[src/design/vem_pkg.sv]
// Types, constants and tables of the viewport to equirectangular map block.
package vem_pkg;

   // Field formats.
   localparam int FRAC_BITS = 8;
   localparam int PIX_W = 12;
   localparam int FOCAL_W = 20;
   localparam int QUAT_W = 16;
   localparam int PLANE_W = 13;
   localparam int EQH_W = 12;
   localparam int EQX_W = 13 + FRAC_BITS;
   localparam int EQY_W = 12 + FRAC_BITS;

   // Register port.
   localparam int CSR_IDX_W = 3;
   localparam int CSR_DATA_W = 20;
   localparam logic [CSR_IDX_W-1:0] CSR_FOCAL = 3'd0;
   localparam logic [CSR_IDX_W-1:0] CSR_QUAT_W = 3'd1;
   localparam logic [CSR_IDX_W-1:0] CSR_QUAT_X = 3'd2;
   localparam logic [CSR_IDX_W-1:0] CSR_QUAT_Y = 3'd3;
   localparam logic [CSR_IDX_W-1:0] CSR_QUAT_Z = 3'd4;
   localparam logic [CSR_IDX_W-1:0] CSR_PLANE_W = 3'd5;
   localparam logic [CSR_IDX_W-1:0] CSR_PLANE_H = 3'd6;
   localparam logic [CSR_IDX_W-1:0] CSR_EQUI_H = 3'd7;

   // Register reset values.
   localparam logic [FOCAL_W-1:0] FOCAL_RST = 20'd143360;
   localparam logic signed [QUAT_W-1:0] QUAT_W_RST = 16'sd16384;
   localparam logic signed [QUAT_W-1:0] QUAT_V_RST = 16'sd0;
   localparam logic [PLANE_W-1:0] PLANE_W_RST = 13'd960;
   localparam logic [PLANE_W-1:0] PLANE_H_RST = 13'd540;
   localparam logic [EQH_W-1:0] EQUI_H_RST = 12'd960;

   // Internal datapath widths.
   localparam int QPROD_W = 32;
   localparam int MAT_W = 34;
   localparam int VEC_W = 22;
   localparam int PROD_W = MAT_W + VEC_W;
   localparam int RAY_W = PROD_W + 4;
   localparam int MAG_W = RAY_W;
   localparam int LEN_W = 7;
   localparam int NORM_W = 30;
   localparam int NVEC_W = NORM_W + 1;
   localparam int SQ_W = 2 * NORM_W;
   localparam int RAD_W = SQ_W + 1;
   localparam int ROOT_W = (RAD_W + 1) / 2;
   localparam int CORD_NUM_W = 32;
   localparam int CORD_XY_W = 36;
   localparam int ANG_W = 33;
   localparam int CORDIC_STEPS = 30;
   localparam int LON_W = 34;
   localparam int SCL_W = LON_W + EQH_W + 1;
   localparam int OUT_W = SCL_W + 1;

   // Angle constants, 180 degrees is 2^31.
   localparam logic signed [ANG_W-1:0] ANG_QUARTER = 33'sd1073741824;
   localparam logic signed [LON_W-1:0] ANG_HALF = 34'sd2147483648;
   localparam logic signed [LON_W-1:0] ANG_FULL = 34'sd4294967296;

   // Pipeline depth from the accepting edge to the result strobe.
   localparam int FRONT_STAGES = 9;
   localparam int ISQRT_STAGES = ROOT_W;
   localparam int CORDIC_STAGES = CORDIC_STEPS + 1;
   localparam int BACK_STAGES = 4;
   localparam int RSP_LATENCY = FRONT_STAGES + ISQRT_STAGES + CORDIC_STAGES + BACK_STAGES;

   // Largest column any register setting can give.
   localparam logic [EQX_W-1:0] EQX_BOUND = EQX_W'((2 * 4095) << FRAC_BITS);

   typedef struct packed {
      logic [PIX_W-1:0] pixel_col;
      logic [PIX_W-1:0] pixel_row;
   } req_type;

   typedef struct packed {
      logic [EQX_W-1:0] equi_x;
      logic [EQY_W-1:0] equi_y;
   } rsp_type;

   // Arctangent of 2^-i in units where 180 degrees is 2^31.
   function automatic logic signed [ANG_W-1:0] cordic_arc(input int i);
      logic [31:0] a;
      unique case (i)
         0: a = 32'h20000000;   1: a = 32'h12E4051E;   2: a = 32'h09FB385B;
         3: a = 32'h051111D4;   4: a = 32'h028B0D43;   5: a = 32'h0145D7E1;
         6: a = 32'h00A2F61E;   7: a = 32'h00517C55;   8: a = 32'h0028BE53;
         9: a = 32'h00145F2F;  10: a = 32'h000A2F98;  11: a = 32'h000517CC;
        12: a = 32'h00028BE6;  13: a = 32'h000145F3;  14: a = 32'h0000A2FA;
        15: a = 32'h0000517D;  16: a = 32'h000028BE;  17: a = 32'h0000145F;
        18: a = 32'h00000A30;  19: a = 32'h00000518;  20: a = 32'h0000028C;
        21: a = 32'h00000146;  22: a = 32'h000000A3;  23: a = 32'h00000051;
        24: a = 32'h00000029;  25: a = 32'h00000014;  26: a = 32'h0000000A;
        27: a = 32'h00000005;  28: a = 32'h00000003;  29: a = 32'h00000001;
         default: a = 32'h00000000;
      endcase
      return $signed({1'b0, a});
   endfunction

endpackage

[src/design/vem_isqrt.sv]
// Pipelined integer square root, one result bit per stage.
module vem_isqrt import vem_pkg::*; #(
   parameter int RADIX_W = RAD_W,
   parameter int SIDE_W = 1
) (
   input  logic                         clock,
   input  logic                         reset,
   input  logic                         in_valid,
   input  logic [RADIX_W-1:0]           radicand,
   input  logic [SIDE_W-1:0]            side_in,
   output logic                         out_valid,
   output logic [(RADIX_W+1)/2-1:0]     root,
   output logic [SIDE_W-1:0]            side_out
);

   localparam int STEPS = (RADIX_W + 1) / 2;
   localparam int W = 2 * STEPS + 1;

   logic [W-1:0]      rem_ff [1:STEPS];
   logic [W-1:0]      res_ff [1:STEPS];
   logic [SIDE_W-1:0] side_ff [1:STEPS];
   logic              vld_ff [1:STEPS];

   for (genvar k = 0; k < STEPS; k++) begin : g_step
      localparam logic [W-1:0] BIT = W'(1) << (2 * (STEPS - 1 - k));
      logic [W-1:0]      cur_rem;
      logic [W-1:0]      cur_res;
      logic [SIDE_W-1:0] cur_side;
      logic              cur_vld;
      logic [W-1:0]      trial;
      logic [W-1:0]      rem_in;
      logic [W-1:0]      res_in;

      if (k == 0) begin : g_first
         assign cur_rem = W'(radicand);
         assign cur_res = '0;
         assign cur_side = side_in;
         assign cur_vld = in_valid;
      end else begin : g_rest
         assign cur_rem = rem_ff[k];
         assign cur_res = res_ff[k];
         assign cur_side = side_ff[k];
         assign cur_vld = vld_ff[k];
      end

      // Try to subtract the next root bit from the remainder.
      always_comb begin
         trial = cur_res + BIT;
         if (cur_rem >= trial) begin
            rem_in = cur_rem - trial;
            res_in = (cur_res >> 1) + BIT;
         end else begin
            rem_in = cur_rem;
            res_in = cur_res >> 1;
         end
      end

      always_ff @(posedge clock) begin
         rem_ff[k+1] <= rem_in;
         res_ff[k+1] <= res_in;
         side_ff[k+1] <= cur_side;
         if (reset) begin
            vld_ff[k+1] <= 1'b0;
         end else begin
            vld_ff[k+1] <= cur_vld;
         end
      end
   end

   assign out_valid = vld_ff[STEPS];
   assign root = res_ff[STEPS][STEPS-1:0];
   assign side_out = side_ff[STEPS];

endmodule

[config.mk]
export PLATFORM = sky130hd
export DESIGN_NAME = vem_isqrt
export DESIGN_NICKNAME = d
export VERILOG_FILES = /design/src/design/vem_pkg.sv /design/src/design/vem_isqrt.sv
export SDC_FILE = /design/constraint.sdc
export NUM_CORES = 2
export LEC_CHECK = 0
export ABC_AREA = 0
export BUFFER_PORTS_ARGS = -buffer_cell sky130_fd_sc_hd__buf_4
export CAP_MARGIN = 20
export CORE_MARGIN = 1
export CORE_UTILIZATION = 61
export CTS_CLUSTER_DIAMETER = 100
export DETAILED_ROUTE_END_ITERATION = 7
export HOLD_SLACK_MARGIN = 0.12
export PLACE_DENSITY = 0.81
export SYNTH_ARGS = -nofsm -noshare
export SYNTH_HDL_FRONTEND = slang
export SYNTH_SLANG_ARGS = --single-unit
[constraint.sdc]
create_clock -name clock -period 5 [get_ports clock]
set_input_delay 0.25 -clock clock [delete_from_list [all_inputs] [get_ports clock]]
set_output_delay 0.25 -clock clock [all_outputs]
set_load 0.005 [all_outputs]
* Word level (Yosys, flattened, before mapping)
Memory sizes are Yosys's and may differ from the RTL's.
Index checks and enable logic that the tools add are counted.
** Word-level totals
- Register bits :: 0
- Bits in writable memories :: 3968
- Bits of input ports :: 65
- Output and inout port bits :: 33
- Logic and storage cells :: 253
- Memories :: 4
** Operators by class
- Add/sub/neg operators :: 91
- Magnitude comparators :: 31
- Multiplexer cells :: 96
- Bitwise operators :: 31
** Memory list
- rem_ff :: depth 31, width 63, rd ports 30, clocked after Yosys merged registers in 0, write ports 31, RTL line vem_isqrt.sv:19 : logic [W-1:0] rem_ff [1:STEPS];
- res_ff :: depth 31, width 63, rd ports 31, clocked after Yosys merged registers in 0, write ports 31, RTL line vem_isqrt.sv:20 : logic [W-1:0] res_ff [1:STEPS];
- side_ff :: depth 31, width 1, rd ports 31, clocked after Yosys merged registers in 0, write ports 31, RTL line vem_isqrt.sv:21 : logic [SIDE_W-1:0] side_ff [1:STEPS];
- vld_ff :: depth 31, width 1, rd ports 31, clocked after Yosys merged registers in 0, write ports 31, RTL line vem_isqrt.sv:22 : logic vld_ff [1:STEPS];
** Operators with widths (number)
- $mux W63 :: 61
- $ge A63 B63 Y1 :: 30
- $sub A63 B63 Y63 :: 30
- $add A62 B1 Y63 const B :: 1
- $add A62 B11 Y63 const B :: 1
- $add A62 B13 Y63 const B :: 1
- $add A62 B15 Y63 const B :: 1
- $add A62 B17 Y63 const B :: 1
- $add A62 B19 Y63 const B :: 1
- $add A62 B21 Y63 const B :: 1
- $add A62 B23 Y63 const B :: 1
- $add A62 B25 Y63 const B :: 1
- $add A62 B27 Y63 const B :: 1
- $add A62 B29 Y63 const B :: 1
- $add A62 B3 Y63 const B :: 1
- $add A62 B31 Y63 const B :: 1
- $add A62 B33 Y63 const B :: 1
- $add A62 B35 Y63 const B :: 1
- $add A62 B37 Y63 const B :: 1
- $add A62 B39 Y63 const B :: 1
- $add A62 B41 Y63 const B :: 1
- $add A62 B43 Y63 const B :: 1
- $add A62 B45 Y63 const B :: 1
- $add A62 B47 Y63 const B :: 1
- 44 further kinds :: 107

* Logic depth before layout (Yosys ltp)
An unclocked memory read counts as a cell.
- Depth after elaboration :: 4
- Mapped depth :: 15
- Depth with buffers taken out :: 12

* Least setup slack after synthesis
Ideal clock, no wire load.
- Path type :: register to register
- Start point :: memory rem_ff[16][50] (netlist name)
- End point :: memory rem_ff[17][61] (netlist name)
- Library setup time :: 134 ps
- Data arrival time :: 3461 ps
- Required time :: 4866 ps
- Path slack :: 1405 ps
- Stages on the path, launching flop included :: 11
- Buffers on the path :: 1
- Period minus slack after synthesis :: 3595 ps
- Cell sequence :: dfxtp_1 > or4_1 > or3_1 > or3_4 > or4_4 > or4_1 > nand3_1 > or4b_1 > buf_2 > nor4_1 > xor2_1
** RTL lines (RTL line)
- start: declaration :: vem_isqrt.sv:19

==> metrics.txt <==
outcome=finished, final reports clean; Yosys warning total=0; clock network fraction of design power=31.8%; post-synthesis instance total=9,376; number of clock sinks=2,447; Worst-Margin Slew=1130 ps; number of flops mapped to enable cells by yosys=0; fraction of final layout cells sized beyond drive strength 1=6.74%; critical path launch point=res_ff[7][48]$_DFF_P_; final-layout fill cell count=10,700; wire length per cell after detailed routing=21.3 µm; Detail Route met3 WL=19,400 µm; commonest non-fill, non-tap cell in the layout=sky130_fd_sc_hd__dfxtp_1; Synth async-reset ratio=0%; starting utilization of the core area=61.7%; sort of element at the end of the critical path=register; commonest non-fill, non-tap cells in the layout=2,447 x sky130_fd_sc_hd__dfxtp_1, 639 x sky130_fd_sc_hd__inv_1, 637 x sky130_fd_sc_hd__nand2_1; overall power after layout=58,500 µW; Max Cap Violations=0; cell taking the most area after synthesis=sky130_fd_sc_hd__dfxtp_1; power dissipated by switching net loads=19,100 µW; Arrival @ worst endpoint=5080 ps; setup repair after global routing missed its margin=no; skew final=137 ps; syn_area_per_cell=9.89 µm²; first-pass detailed-route iteration total=6; area added between synthesis and finish=13.4%; min cycle time layout=4270 ps; chip height=392 µm; critical path capture point=rem_ff[8][53]$_DFF_P_; final setup fails=0; final WL=252,000 µm; Post-CTS Setup Inserts=0; count of final hold-check violations=0; Residual DRC=0; start of the worst register-to-register path=res_ff[7][48]$_DFF_P_; share of Yosys cell area claimed by the top area cell type=52.8%; CP Max Fanout=15; top cells by area in the synthesized netlist=sky130_fd_sc_hd__dfxtp_1 53%, sky130_fd_sc_hd__ha_1 7.1%, sky130_fd_sc_hd__xnor2_1 4.0%; Net count, final=10,300; total I/O pin count=98; worst-case headroom to the max-slew limit=24.5%; weighted congestion at the end of routability-driven global placement=0.951; element type at the critical path start=register; final core occ=70.0%; clock transition at the register clock pins on the worst setup and hold paths after CTS=80 ps; initial antenna violation count=19; Reg power frac=47.2%; number of global-route vias before repair=69,300; R2R setup slack=730 ps; wire length of the first global-routing pass=387,000 µm; total number of vias=70,400; worst reg-to-reg path cell count=11; highest ir drop seen on vdd=0.521 mV; Via-to-Cell Ratio=5.93; setup total negative slack=0 ps; switching share of power=32.6%; proportion of synthesized chip area in sequential cells=52.8%; number of buffers created by CTS=226; Top Layer Used=met5; die area=154,000 µm²; data required time of the critical path=5810 ps; Clk Tree Root Cell=sky130_fd_sc_hd__clkbuf_16; count of final max-slew check failures=0; Core Region=150,000 µm²; clock tree from TritonCTS=done; Tcrit/Tclk final=85.4%; chip width=392 µm; global-route congestion overflow total=0; type of the tightest min-delay check=register to register; clock latency on the worst-skew pair=990 ps; max frequency=234 MHz; GRT Resource Usage Total=32.1%; total of hold buffers inserted after clock tree synthesis=128; endpoint of the worst register-to-register path=rem_ff[8][53]$_DFF_P_; post-synthesis cell area=92,800 µm²; wire length on met1=102,000 µm; quantity of gates resized following cts=0; critical path class=register to register; internal power=39,400 µW; Site Rows=142; dominant synthesized flop cell=sky130_fd_sc_hd__dfxtp_1; leakage power total=0.0477 µW; Port Buffer Count=97; cell area power density=556 nW/µm²; starting DRC count in detailed routing=5,981; buffer depth of the longest clock path=3; level count of the clock H-tree=4; Detail Route met2 WL=121,000 µm; worst hold path depth=0; flip-flop and latch count after synthesis=2,447; Synth cell types=85; antenna-violating nets left=0; post-detailed-placement half-perimeter wirelength=180,000 µm; proportion of power drawn by combinational gates=21.0%; largest net degree at the start of global routing=61
==> cell families (layout without fill, tap and decap cells) <==
| group | Yosys count | in the layout | share of synthesized area, % |
|---|---|---|---|
| mux | 64 | 64 | 0.765 |
| buf+inv | 847 | 1330 | 3.43 |
| flops | 2447 | 2447 | 52.8 |
| xor+xnor | 854 | 854 | 8.06 |
| fa+ha+maj | 523 | 523 | 7.05 |
| other cells | 1 | 6 | 0.00404 |
| simple gates | 2873 | 2873 | 16.1 |
| compound gates | 1767 | 1767 | 11.7 |
==> Yosys cell counts (all sizes together) (90+ instances only) <==
cell / instances
dfxtp: 2447
inv: 640
nand2: 637
nor2: 615
a21oi: 576
ha: 523
o21ai: 458
xnor2: 427
xor2: 427
nor4: 354
nor3: 249
a21o: 226
clkbuf: 186
nand4: 160
nand3: 149
nand2b: 114
nor2b: 106
or3: 90
==> registers in the layout, indices dropped and copies added (netlist names) <==
register  flops
rem_ff     1889
side_ff      31
vld_ff       31
res_ff      496
==> final cells by class <==
type / instances / area [µm²] / share of cell area (%)
Clock buffer: 307 / 6450 / 6.13
Antenna cell: 4 / 10.0 / 0.00952
Sequential cell: 2447 / 49000 / 46.6
Multi-Input combinational cell: 6083 / 40700 / 38.7
Inverter: 642 / 2410 / 2.29
Timing Repair Buffer: 265 / 2310 / 2.19
Tap cell: 2016 / 2520 / 2.40
Clock inverter: 116 / 1810 / 1.72
==> metal layers <==
layer	vias up	GRT usage, %
li1	33300	-
met1	33400	39.1
met2	2888	54.8
met3	754	6.89
met4	14	13.0
met5	-	0
==> through the flow <==
stage | setup WS (ps) | hold WS [ps] | cell area [µm²] | std cells
6_report | 728 | 241 | 105000 | 11900
5_1_grt | 633 | 263 | 105000 | 11900
4_1_cts | 979 | 256 | 105000 | 11900
3_5_place_dp | 1070 | 312 | 95600 | 11300
3_3_place_gp | 1110 | 309 | 95600 | 11300
2_1_floorplan | 1400 | 278 | 92800 | 9377
==> critical path, cell delays in order, from the launching register on <==
cell                       delay (ps)
sky130_fd_sc_hd__dfxtp_1          360
sky130_fd_sc_hd__inv_1             60
sky130_fd_sc_hd__ha_1             370
sky130_fd_sc_hd__o21a_1           190
sky130_fd_sc_hd__o21a_1           210
sky130_fd_sc_hd__o21ai_0          360
sky130_fd_sc_hd__a21boi_0         230
sky130_fd_sc_hd__o21ai_0          340
sky130_fd_sc_hd__a21oi_1          230
sky130_fd_sc_hd__nor2_1           690
sky130_fd_sc_hd__inv_1            540
sky130_fd_sc_hd__a21oi_1          570
==> power groups by stage <==
stage / clock network, µW / registers, µW / logic, µW
2_1_floorplan: 0 / 26100 / 9100
3_3_place_gp: 0 / 27800 / 11400
3_5_place_dp: 0 / 27800 / 11600
4_1_cts: 18600 / 27500 / 11900
5_1_grt: 19600 / 27900 / 13400
6_report: 18600 / 27600 / 12300
==> how the worst min path moves through the flow <==
stage	start	end
2_1_floorplan	radicand[0]	rem_ff[1][0]$_DFF_P_
3_3_place_gp	side_ff[10]$_DFF_P_	side_ff[11]$_DFF_P_
3_5_place_dp	side_ff[9]$_DFF_P_	side_ff[10]$_DFF_P_
4_1_cts	side_ff[4]$_DFF_P_	side_ff[5]$_DFF_P_
5_1_grt	side_ff[4]$_DFF_P_	side_ff[5]$_DFF_P_
6_report	rem_ff[2][24]$_DFF_P_	rem_ff[3][24]$_DFF_P_
No activity file was read; power rests on OpenSTA's default activity.
